`src/sct_pkg.sv`:
```
// ----------------------------------------------------------------------------
// sct_pkg: shared types, constants and helpers for sine_cosine_taylor
// Fixed-point constants in Q.31, reciprocal table and the rounded multiply.
// ----------------------------------------------------------------------------
package sct_pkg;

    // default formats of the ports
    localparam int ANGLE_FRAC_BITS_DEF  = 16;
    localparam int RESULT_FRAC_BITS_DEF = 30;

    // internal fraction bits
    localparam int WFRAC = 31;

    // angle constants in Q.31 (2*pi and pi/2 are exact multiples of pi)
    localparam logic [33:0] TWO_PI_FX  = 34'h3243F6A88;
    localparam logic [33:0] PI_FX      = 34'h1921FB544;
    localparam logic [33:0] HALF_PI_FX = 34'h0C90FDAA2;
    localparam logic [33:0] ONE_FX     = 34'h080000000;

    // number of Horner terms
    localparam int NTERM = 5;

    // reciprocals in Q.31, in Horner order: 1/110, 1/72, 1/42, 1/20, 1/6
    localparam logic [31:0] RCP [0:NTERM-1] = '{
        32'd19522579, 32'd29826162, 32'd51130563, 32'd107374182, 32'd357913941
    };

    // folded angle and sign, handed from the front to the back
    typedef struct packed {
        logic        neg;
        logic [31:0] x;
    } sct_item_t;

    // rounded Q.31 product
    function automatic logic [33:0] qmul(input logic [33:0] a, input logic [33:0] b);
        logic [67:0] pr;
        pr = 68'(a) * 68'(b) + (68'd1 << (WFRAC - 1));
        return pr[WFRAC+33:WFRAC];
    endfunction

endpackage

```
`src/sct_queue.sv`:
```
// ----------------------------------------------------------------------------
// sct_queue: small FIFO between front and back
// Four entries of folded angle and sign.
// ----------------------------------------------------------------------------
module sct_queue (
    input  logic                clk,
    input  logic                rst_n,
    input  logic                push_valid,
    output logic                push_ready,
    input  sct_pkg::sct_item_t  push_item,
    output logic                pop_valid,
    input  logic                pop_ready,
    output sct_pkg::sct_item_t  pop_item
);

    localparam int DEPTH = 4;
    localparam int AWD   = $clog2(DEPTH);

    sct_pkg::sct_item_t mem_reg [0:DEPTH-1];
    logic [AWD-1:0]     wp_reg;
    logic [AWD-1:0]     rp_reg;
    logic [AWD:0]       cnt_reg;
    logic               do_push;
    logic               do_pop;

    assign push_ready = cnt_reg != (AWD+1)'(DEPTH);
    assign pop_valid  = cnt_reg != '0;
    assign pop_item   = mem_reg[rp_reg];
    assign do_push    = push_valid && push_ready;
    assign do_pop     = pop_valid && pop_ready;

    // pointers and fill count
    always_ff @(posedge clk or negedge rst_n)
    begin
        if (!rst_n)
        begin
            wp_reg  <= '0;
            rp_reg  <= '0;
            cnt_reg <= '0;
        end
        else
        begin
            if (do_push)
                wp_reg <= wp_reg + 1'b1;
            if (do_pop)
                rp_reg <= rp_reg + 1'b1;
            if (do_push && !do_pop)
                cnt_reg <= cnt_reg + 1'b1;
            else if (do_pop && !do_push)
                cnt_reg <= cnt_reg - 1'b1;
        end
    end

    // storage
    always_ff @(posedge clk)
    begin
        if (do_push)
            mem_reg[wp_reg] <= push_item;
    end

endmodule

```
`config.mk`:
```
export PLATFORM = sky130hd
export DESIGN_NAME = sct_queue
export DESIGN_NICKNAME = d
export VERILOG_FILES = /design/src/sct_pkg.sv /design/src/sct_queue.sv
export SDC_FILE = /design/constraint.sdc
export NUM_CORES = 1
export LEC_CHECK = 0
export ABC_AREA = 0
export BUFFER_PORTS_ARGS = -buffer_cell sky130_fd_sc_hd__buf_2
export CAP_MARGIN = 20
export CELL_PAD_IN_SITES_DETAIL_PLACEMENT = 1
export CELL_PAD_IN_SITES_GLOBAL_PLACEMENT = 2
export CORE_AREA = 2 2 77 153
export DETAILED_ROUTE_END_ITERATION = 10
export DIE_AREA = 0 0 79 155
export PLACE_DENSITY = 0.87
export SYNTH_ARGS = -nofsm -noshare
export SYNTH_HDL_FRONTEND = slang
export SYNTH_SLANG_ARGS = --single-unit
```
`constraint.sdc`:
```
create_clock -name clk -period 6.2 [get_ports clk]
set_clock_uncertainty 0.05 [all_clocks]
set_input_delay 1.24 -clock clk [delete_from_list [all_inputs] [get_ports clk]]
set_output_delay 1.24 -clock clk [all_outputs]
set_load 0.01 [all_outputs]
```
==> results by group <==
Layout
  – Synthesis-to-layout area growth: 20.19%
  – Most common cell after layout, fill and taps aside: edfxtp_1
  – Antenna diode instance count: 0
  – Final net count: 334
  – Commonest non-fill, non-tap cells in the layout: edfxtp_1, buf_2, mux4_2
  – Max FFs per register: between 100 and 150
  – Layout cells sized above 1: roughly 46%
  – Util after Layout: roughly 56%

Yosys
  – Post-Synthesis Cell Area: around 5200 um2
  – FF+latch count, synth: between 100 and 150
  – Ranking of synthesized cells by area: edfxtp_1, mux4_2, dfrtp_1
  – Distinct cells, synth: 19
  – Syn nets: roughly 250
  – Synth Warn #: 0
  – Register area share after synthesis: about four fifths
  – Synth Instances: about 210
  – Top cell type's share of synthesized area: 75.88%
  – Largest area contributor in the synthesized netlist: edfxtp_1
  – Syn avg cell area: 25.11 um2

Floorplan
  – Die Area: roughly 12000 um2
  – I/O Pins: between 70 and 80
  – Number of placement rows: 55
  – Die width: roughly 79 um
  – Die Y: between 150 and 200 um
  – Core region area: around 11000 um2
  – Starting Density: a little under half

Clocking
  – Post-CTS Resized: 0
  – TritonCTS clock tree: yes
  – Clk_lat worst skew: just over 400 ps
  – Clock root cell: clkbuf_16
  – CTS Buf Count: 17
  – # clock sinks: 139
  – CTS Hold Bufs: 0
  – Htree depth: 4
  – Worst-path clk slew: approximately 60 ps
  – Post-CTS Setup Inserts: 0
  – Max clock buf depth: 2

Global route
  – Met3 Track Usage GR: under 10%
  – Gr ovfl total: 0
  – Gr usage total: about 17%
  – M2 GR Usage: just under 30%
  – Global-route wire length before repair: between 15000 and 20000 um
  – Vias in the first global route: 2713
  – M1 GR Usage: just over 20%
  – Largest net degree at the start of global routing: 35
  – Global route hottest layer: met2
  – Initial antenna violation count: 1

Worst setup path
  – CP arrival: about 2400 ps
  – Crit path launch type: flop
  – Maximum fanout along the worst path: 21
  – Crit Path Category: reg -> out
  – Crit. End Element: primary output
  – CP required: around 4900 ps

STA
  – Period utilisation layout: 59.36%
  – Final min period: between 3000 and 4000 ps
  – Fmax: 271.7 MHz
  – Final Max Slew Viols: 0
  – Hold Fails Final Rpt: 0
  – # setup viols final: 0
  – Final setup TNS: 0 ps
  – Worst slew pin tran: ~960 ps
  – Slew HR: a little over a third
  – RSZ-0062 raised after global routing: false

Power
  – Pwr per Cell Area: approximately 500 nW/um2
  – Leak Pwr: about 2.2 nW
  – Peak VDD IR: approximately 0.00033 V

Placed design
  – IO Port Bufs: between 70 and 80
  – DP HPWL: about 6200 um
  – Routability Congestion: 0.6160

Run status
  – Run status: complete, no violations

Run
  – Max Cap Viol: 0

Detailed routing
  – Avg WL per Cell: 21.81 um
  – Vias: approximately 2400
  – Routed WL: just under 10000 um
  – Drt pass-1 iters: 4
  – Vias per cell: 5.359
  – DRC errors left: 0
  – Iteration-0 DRC Markers: approximately 150
  – Routed Antenna Nets: 0

Hold path
  – Worst Hold Class: reg -> reg
-- metal layers --
layer  part of all wire [%]  up-vias
met2                     54       92
met3                    6.0       16
met5                      0        -
li1                       -     1041
met1                     39     1241
met4                    1.5        0
-- logic make-up (layout without fill, tap and decap cells) --
family          Yosys count  after routing  share of synthesized area [%]
compound gates            1              1                         0.2156
xor+xnor                  6              6                          1.006
fa+ha+maj                 6              6                          1.581
buf+inv                  11            107                          1.964
flops                   139            139                          79.23
mux                      35             35                          15.02
simple gates             10             10                         0.9821
-- where the power goes --
| group | switching (mW) | total, mW | internal, mW |
|---|---|---|---|
| clock network | 0.381 | 1.01 | 0.633 |
| logic | 0.382 | 0.764 | 0.382 |
| registers | 0.134 | 1.39 | 1.25 |
| total | 0.897 | 3.16 | 2.27 |
-- Yosys cell counts --
cell / count
buf_2: 4
or3_1: 1
mux2_2: 2
xor2_1: 2
nand2_1: 2
dfrtp_1: 7
xnor2_1: 4
nor2_1: 2
and2_1: 4
nand3_1: 1
buf_6: 1
edfxtp_1: 132
ha_1: 5
mux4_2: 28
mux4_1: 5
inv_1: 3
a21boi_2: 1
buf_12: 3
fa_1: 1
-- final cells by class --
| type | count | area (um2) |
|---|---|---|
| fillers | 984 | 4870 |
| inverters | 3 | 11.26 |
| multi-input cells | 58 | 987.2 |
| flip-flops and latches | 139 | 4141 |
| repair buffers | 72 | 362.8 |
| clock buffers | 18 | 429.2 |
| well taps | 142 | 177.7 |
| clock inverters | 14 | 168.9 |
-- worst max-delay path: stages (launching register included) --
cell and delay [ps]:
dfrtp_2 670, buf_4 470, mux4_1 650, buf_2 160
-- final timing paths --
check | startpoint | to | slack, ps | depth (start not counted)
min in group asynchronous | rst_n | cnt_reg[0]$_DFFE_PN0P_ | 600 | 1
hold / removal | cnt_reg[2]$_DFFE_PN0P_ | cnt_reg[2]$_DFFE_PN0P_ | 490 | 1
hold reg to reg | cnt_reg[2]$_DFFE_PN0P_ | cnt_reg[2]$_DFFE_PN0P_ | 490 | 1
setup reg to reg | cnt_reg[0]$_DFFE_PN0P_ | cnt_reg[2]$_DFFE_PN0P_ | 3990 | 8
setup / recovery | rp_reg[0]$_DFFE_PN0P_ | pop_item[28] | 2520 | 3
max in group asynchronous | rst_n | rp_reg[1]$_DFFE_PN0P_ | 5330 | 1
-- stage by stage --
stage	instance area (um2)	total power, mW	std cells	hold slack [ps]	setup slack, ps
floorplan	5224	1.927	208	442.6	3401
global placement	5680	2.142	414	458.5	2988
detailed placement	5680	2.191	414	475.3	2904
CTS	6279	3.202	446	486.2	2439
global route	6279	3.305	446	505.7	2351
finish	6279	3.163	446	487.2	2520
Note: power is estimated with default switching activity, not from simulation.
