<file path="src/sct_pkg.sv">
// ----------------------------------------------------------------------------
// sct_pkg: shared types, constants and helpers for sine_cosine_taylor
// Fixed-point constants in Q.31, reciprocal table and the rounded multiply.
// ----------------------------------------------------------------------------
package sct_pkg;

    // default formats of the ports
    localparam int ANGLE_FRAC_BITS_DEF  = 16;
    localparam int RESULT_FRAC_BITS_DEF = 30;

    // internal fraction bits
    localparam int WFRAC = 31;

    // angle constants in Q.31 (2*pi and pi/2 are exact multiples of pi)
    localparam logic [33:0] TWO_PI_FX  = 34'h3243F6A88;
    localparam logic [33:0] PI_FX      = 34'h1921FB544;
    localparam logic [33:0] HALF_PI_FX = 34'h0C90FDAA2;
    localparam logic [33:0] ONE_FX     = 34'h080000000;

    // number of Horner terms
    localparam int NTERM = 5;

    // reciprocals in Q.31, in Horner order: 1/110, 1/72, 1/42, 1/20, 1/6
    localparam logic [31:0] RCP [0:NTERM-1] = '{
        32'd19522579, 32'd29826162, 32'd51130563, 32'd107374182, 32'd357913941
    };

    // folded angle and sign, handed from the front to the back
    typedef struct packed {
        logic        neg;
        logic [31:0] x;
    } sct_item_t;

    // rounded Q.31 product
    function automatic logic [33:0] qmul(input logic [33:0] a, input logic [33:0] b);
        logic [67:0] pr;
        pr = 68'(a) * 68'(b) + (68'd1 << (WFRAC - 1));
        return pr[WFRAC+33:WFRAC];
    endfunction

endpackage

</file>
<file path="src/sct_front.sv">
// ----------------------------------------------------------------------------
// sct_front: angle reduction pipeline
// Offsets cosine by pi/2, reduces modulo 2*pi one quotient bit per stage,
// then folds into 0..pi/2 and tracks the sign.
// ----------------------------------------------------------------------------
module sct_front #(
    parameter int ANGLE_FRAC_BITS = sct_pkg::ANGLE_FRAC_BITS_DEF
) (
    input  logic                clk,
    input  logic                rst_n,
    input  logic                in_valid,
    output logic                in_ready,
    input  logic [31:0]         in_angle,
    input  logic                in_op,
    output logic                out_valid,
    input  logic                out_ready,
    output sct_pkg::sct_item_t  out_item
);

    localparam int SH    = sct_pkg::WFRAC - ANGLE_FRAC_BITS;
    localparam int AW    = 34 + SH;
    localparam int NSTEP = AW - 33;
    localparam int L     = NSTEP + 5;

    localparam logic [AW-1:0] TP_W   = AW'(sct_pkg::TWO_PI_FX);
    localparam logic [AW-1:0] HALF_W = AW'(sct_pkg::HALF_PI_FX);

    logic          en;
    logic [L-1:0]  vld_reg;

    logic [AW-1:0] a0_reg;
    logic          op0_reg;
    logic [AW-1:0] r_reg [0:NSTEP];
    logic          sg_reg [0:NSTEP];
    logic          op_reg [0:NSTEP];
    logic [33:0]   f1_reg;
    logic          f1_op_reg;
    logic [33:0]   f2_reg;
    logic          f2_neg_reg;
    logic          f2_op_reg;
    sct_pkg::sct_item_t f3_reg;

    logic [AW-1:0] a0_next;
    logic [33:0]   rr;

    // pipeline moves unless the last stage holds an item the queue refuses
    assign en        = !vld_reg[L-1] || out_ready;
    assign in_ready  = en;
    assign out_valid = vld_reg[L-1];
    assign out_item  = f3_reg;

    // scaled angle, with the cosine offset
    always_comb
    begin
        a0_next = ({{(AW-32){in_angle[31]}}, in_angle} << SH) - (in_op ? HALF_W : '0);
    end

    assign rr = r_reg[NSTEP][33:0];

    // valid chain
    always_ff @(posedge clk or negedge rst_n)
    begin
        if (!rst_n)
        begin
            vld_reg <= '0;
        end
        else if (en)
        begin
            vld_reg <= {vld_reg[L-2:0], in_valid};
        end
    end

    // datapath
    always_ff @(posedge clk)
    begin
        if (en)
        begin
            a0_reg  <= a0_next;
            op0_reg <= in_op;

            // magnitude and sign of the dividend
            r_reg[0]  <= a0_reg[AW-1] ? (~a0_reg + 1'b1) : a0_reg;
            sg_reg[0] <= a0_reg[AW-1];
            op_reg[0] <= op0_reg;

            // restoring reduction, one multiple of 2*pi per stage
            for (int i = 1; i <= NSTEP; i++)
            begin
                if (r_reg[i-1] >= (TP_W << (NSTEP - i)))
                    r_reg[i] <= r_reg[i-1] - (TP_W << (NSTEP - i));
                else
                    r_reg[i] <= r_reg[i-1];
                sg_reg[i] <= sg_reg[i-1];
                op_reg[i] <= op_reg[i-1];
            end

            // negative remainder moves into 0..2*pi
            f1_reg    <= (sg_reg[NSTEP] && rr != '0) ? sct_pkg::TWO_PI_FX - rr : rr;
            f1_op_reg <= op_reg[NSTEP];

            // fold at pi; exactly pi counts as positive
            f2_neg_reg <= f1_reg > sct_pkg::PI_FX;
            f2_reg     <= (f1_reg >= sct_pkg::PI_FX) ? sct_pkg::TWO_PI_FX - f1_reg : f1_reg;
            f2_op_reg  <= f1_op_reg;

            // fold at pi/2, cosine flips the sign
            f3_reg.x   <= (f2_reg >= sct_pkg::HALF_PI_FX) ? 32'(sct_pkg::PI_FX - f2_reg)
                                                          : f2_reg[31:0];
            f3_reg.neg <= f2_neg_reg ^ f2_op_reg;
        end
    end

endmodule

</file>
<file path="config.mk">
export PLATFORM = sky130hd
export DESIGN_NAME = sct_front
export DESIGN_NICKNAME = d
export VERILOG_FILES = /design/src/sct_pkg.sv /design/src/sct_front.sv
export SDC_FILE = /design/constraint.sdc
export NUM_CORES = 2
export LEC_CHECK = 0
export BUFFER_PORTS_ARGS = -buffer_cell sky130_fd_sc_hd__buf_4
export CAP_MARGIN = 0
export CELL_PAD_IN_SITES_DETAIL_PLACEMENT = 2
export CELL_PAD_IN_SITES_GLOBAL_PLACEMENT = 2
export CORE_UTILIZATION = 40
export CTS_BUF_LIST = sky130_fd_sc_hd__clkbuf_4 sky130_fd_sc_hd__clkbuf_8 sky130_fd_sc_hd__clkbuf_16
export CTS_CLUSTER_SIZE = 28
export DETAILED_ROUTE_END_ITERATION = 8
export HOLD_SLACK_MARGIN = 0.15
export PLACE_DENSITY_LB_ADDON = 0.1
export SYNTH_ARGS = -nofsm -noshare
export SYNTH_HDL_FRONTEND = slang
export SYNTH_SLANG_ARGS = --single-unit
</file>
<file path="constraint.sdc">
create_clock -name clk -period 25.3 [get_ports clk]
set_clock_uncertainty 0.2 [all_clocks]
set_input_delay 1.265 -clock clk [delete_from_list [all_inputs] [get_ports clk]]
set_output_delay 1.265 -clock clk [all_outputs]
set_load 0.05 [all_outputs]
</file>
==> results list <==
* Number of buffers between clock root and the deepest sink: 3
- First-pass GRT wire length: 199100 µm
- Minimum period implied by the final worst setup slack: 6.525 ns
* Worst r2r src: vld_reg[20]$_DFFE_PN0P_
- Crit path launch type: primary input
- GRT overflow: 0
- Via count of the first global-routing pass: 34260
- From synthesis to final layout, the design area changed by 12.64%.
* Max FFs per register: 682
* Number of pins exceeding their max-slew limit in the final report: 0
- The congestion estimate from routability-driven global placement came to 0.7833.
* Actual transition at the worst max-transition pin: 1.174 ns
- Clock-pin slew on the worst setup and hold paths: 0.06 ns
- The share of the Yosys chip area taken by registers is 0.5699.
* Routed length on met3: 2257 µm
- TritonCTS created 101 clock buffers.
* Top routing layer in use: met4
- TritonCTS Sinks: 860
- The routed layout has 31540 vias.
* Effective utilization at floorplan: 0.4055
* Mean cell area of the mapped netlist: 11.41 µm²
- The critical path starts at out_ready.
* Max FO, Critical Path: 174
* Crit path DAT: 6.60 ns
* Cell at the root of the clock tree: sky130_fd_sc_hd__clkbuf_16
- Most common cell in the netlist: sky130_fd_sc_hd__edfxtp_1
* Length of the first detailed-routing pass in iterations: 4
* Worst min path class: flop to flop
- Final clock period utilization by the worst path: 0.2579
- WL met1: 53800 µm
- At the worst endpoint, the required time is 25.38 ns.
* Maximum number of pins on one net before global-route repair: 175
* Synthesis-stage register bit count: 860
- Final Hold Slack: 0.2169 ns
- Setup repair after global routing left no endpoint under its margin.
- Sort of element at the end of the critical path: flop
- Antenna Nets Post-Route: 0
- Global-route total usage across every layer: 0.2200
- Static timing analysis puts the maximum clock frequency at 153.3 MHz.
- Die span in y: 337.9 µm
- Count of cell types in the netlist: 88
- The repair_antennas step left the layout with diodes totalling 0.
* Final non-filler cell total: 5635
- Share of layout cells above drive strength 1: 0.08175
* Largest voltage drop on the vdd net: 0.07015 mV
- MaxCap Viol Count: 0
- Hold buffer count at cts: 0
- CTS tree: built
* Post_cts resized: 0
- The die is 337.9 µm wide.
- Htree depth: 3
- Outcome: finished clean
- Port buffering added 70 buffers.
* Number of placement rows: 122
* EDFF count, synth: 839
- In this run, the number of DRC markers left after iteration 0 of detailed routing was 1546.
- Pin placement for this block handled 72 I/O pins.
- Static power due to leakage: 18.50 nW
- The die covers 114200 µm².
* Post-route DRC: 0
* Detailed-route vias per instance: 5.597
- The hold violation count in the final report is 0.
- In the final routed layout, each cell accounts on average for 22.21 µm.
* Top cells by count, synth: sky130_fd_sc_hd__edfxtp_1 (839), sky130_fd_sc_hd__nand2_1 (372), sky130_fd_sc_hd__nor2_1 (369)
* Top cells by area, synth: sky130_fd_sc_hd__edfxtp_1 (56%), sky130_fd_sc_hd__xor2_1 (7.0%), sky130_fd_sc_hd__xnor2_1 (6.8%)
- The net count of the finished layout is 4140.
- sky130_fd_sc_hd__edfxtp_1 takes more of the synthesized area than any other cell.
- Worst slew margin: 0.2158
* Count of yosys warnings during synthesis: 0
* Share of the synthesized area in the top cell type: 0.5583
- Synthesized area: 45130 µm²
- Core region area: 111300 µm²
- Critical path class: primary input to flop
- Antenna violations before repair: 0
* Synthesized netlist cell count: 3955
* Filler cells: 11230
* Worst hold path startpoint: sg_reg[0][12]$_DFFE_PP_
* Pwr/cell area: 156.0 nW/µm²
- Clock latency at the later pin of the worst-skew pair: 0.68 ns
- The most used flip-flop cell after synthesis is sky130_fd_sc_hd__edfxtp_1.
- Summed over all nets, the half-perimeter wirelength after detailed placement is 91270 µm.
* Setup violation total in the final timing report: 0
- Post-synthesis async set-or-reset flop share: 0.02442
- Final sum of negative setup slack: 0 ns
- Metal2 WL: 66350 µm
- Number of buffers inserted by post-CTS setup repair: 0
- DP Cell Count: 5448
- Routed wire length: 125200 µm
## cells by family after synthesis
family	synth area share
other	0.00008310
adders and majority gates	0.01109
DFF	0.5699
AOI/OAI and AO/OA	0.09566
xor gates and xnor gates	0.1382
and+or+nand+nor	0.1682
muxes	0.0009427
buffers and inverters	0.01591
## power breakdown
group / internal [mW] / switching (mW) / total [mW]
registers: 2.78 / 0.966 / 3.74
logic: 1.09 / 1.57 / 2.66
clock network: 0.928 / 0.604 / 1.53
## area by class of cell
class	instances	area, µm²	share of cell area
flip-flops and latches	860	25720	0.5060
repair buffers	96	733.2	0.01442
clock inverters	63	718.2	0.01413
well taps	1488	1862	0.03663
inverters	89	341.6	0.006720
multi-input cells	2915	18720	0.3683
clock buffers	124	2735	0.05381
## metal layers
metal  vias to the layer above  global-route usage
li1                      14860                   -
met1                     16280              0.2691
met2                       243              0.4093
met3                       159             0.02483
met4                         0             0.05314
met5                         -                   0
## layout by cell type, fill, tap and decap left out, types with 36 or more instances in the layout
| master | instances |
|---|---|
| sky130_fd_sc_hd__nor4_1 | 102 |
| sky130_fd_sc_hd__buf_4 | 95 |
| sky130_fd_sc_hd__ha_1 | 40 |
| sky130_fd_sc_hd__nand2_1 | 372 |
| sky130_fd_sc_hd__nand3_1 | 113 |
| sky130_fd_sc_hd__nor2b_1 | 36 |
| sky130_fd_sc_hd__nand4_1 | 39 |
| sky130_fd_sc_hd__o21a_1 | 39 |
| sky130_fd_sc_hd__nor2_1 | 369 |
| sky130_fd_sc_hd__clkbuf_16 | 103 |
| sky130_fd_sc_hd__or4_1 | 38 |
| sky130_fd_sc_hd__edfxtp_1 | 839 |
| sky130_fd_sc_hd__xnor2_1 | 350 |
| sky130_fd_sc_hd__and3_1 | 43 |
| sky130_fd_sc_hd__nor3_1 | 140 |
| sky130_fd_sc_hd__a21oi_1 | 143 |
| sky130_fd_sc_hd__inv_1 | 88 |
| sky130_fd_sc_hd__or3_1 | 53 |
| sky130_fd_sc_hd__xor2_1 | 362 |
| sky130_fd_sc_hd__o21ai_0 | 145 |
## through the flow
stage          total power [mW]  cell area, µm²  setup slack [ns]    util
2_1_floorplan             5.639           45140             1.656       -
3_3_place_gp              6.313           47380             18.27  0.4258
3_5_place_dp              6.436           47380             18.02  0.4258
4_1_cts                   8.044           50830             18.72  0.4568
5_1_grt                   8.420           50830             18.37  0.4568
6_report                  7.932           50830             18.78  0.4568
## critical path: stages
cell and delay [ns]:
sky130_fd_sc_hd__buf_4 0.09, sky130_fd_sc_hd__nor2b_4 0.03, sky130_fd_sc_hd__buf_4 0.27, sky130_fd_sc_hd__inv_8 0.50, sky130_fd_sc_hd__buf_4 0.84, sky130_fd_sc_hd__buf_4 0.83, sky130_fd_sc_hd__buf_4 0.91, sky130_fd_sc_hd__buf_4 0.77
sky130_fd_sc_hd__buf_12 0.72
## final timing paths
path                                            to  slack (ns)  cells after the start
min reg2reg                sg_reg[0][13]$_DFFE_PP_        0.22                      0
max                          out_item[7]$_DFFE_PP_       18.78                      9
min in group asynchronous  vld_reg[20]$_DFFE_PN0P_        0.27                      1
max in group asynchronous   vld_reg[2]$_DFFE_PN0P_       24.40                      1
min                        sg_reg[0][13]$_DFFE_PP_        0.22                      0
max reg2reg                  out_item[7]$_DFFE_PP_       18.98                      8
Note: power is estimated with default switching activity, not from simulation.
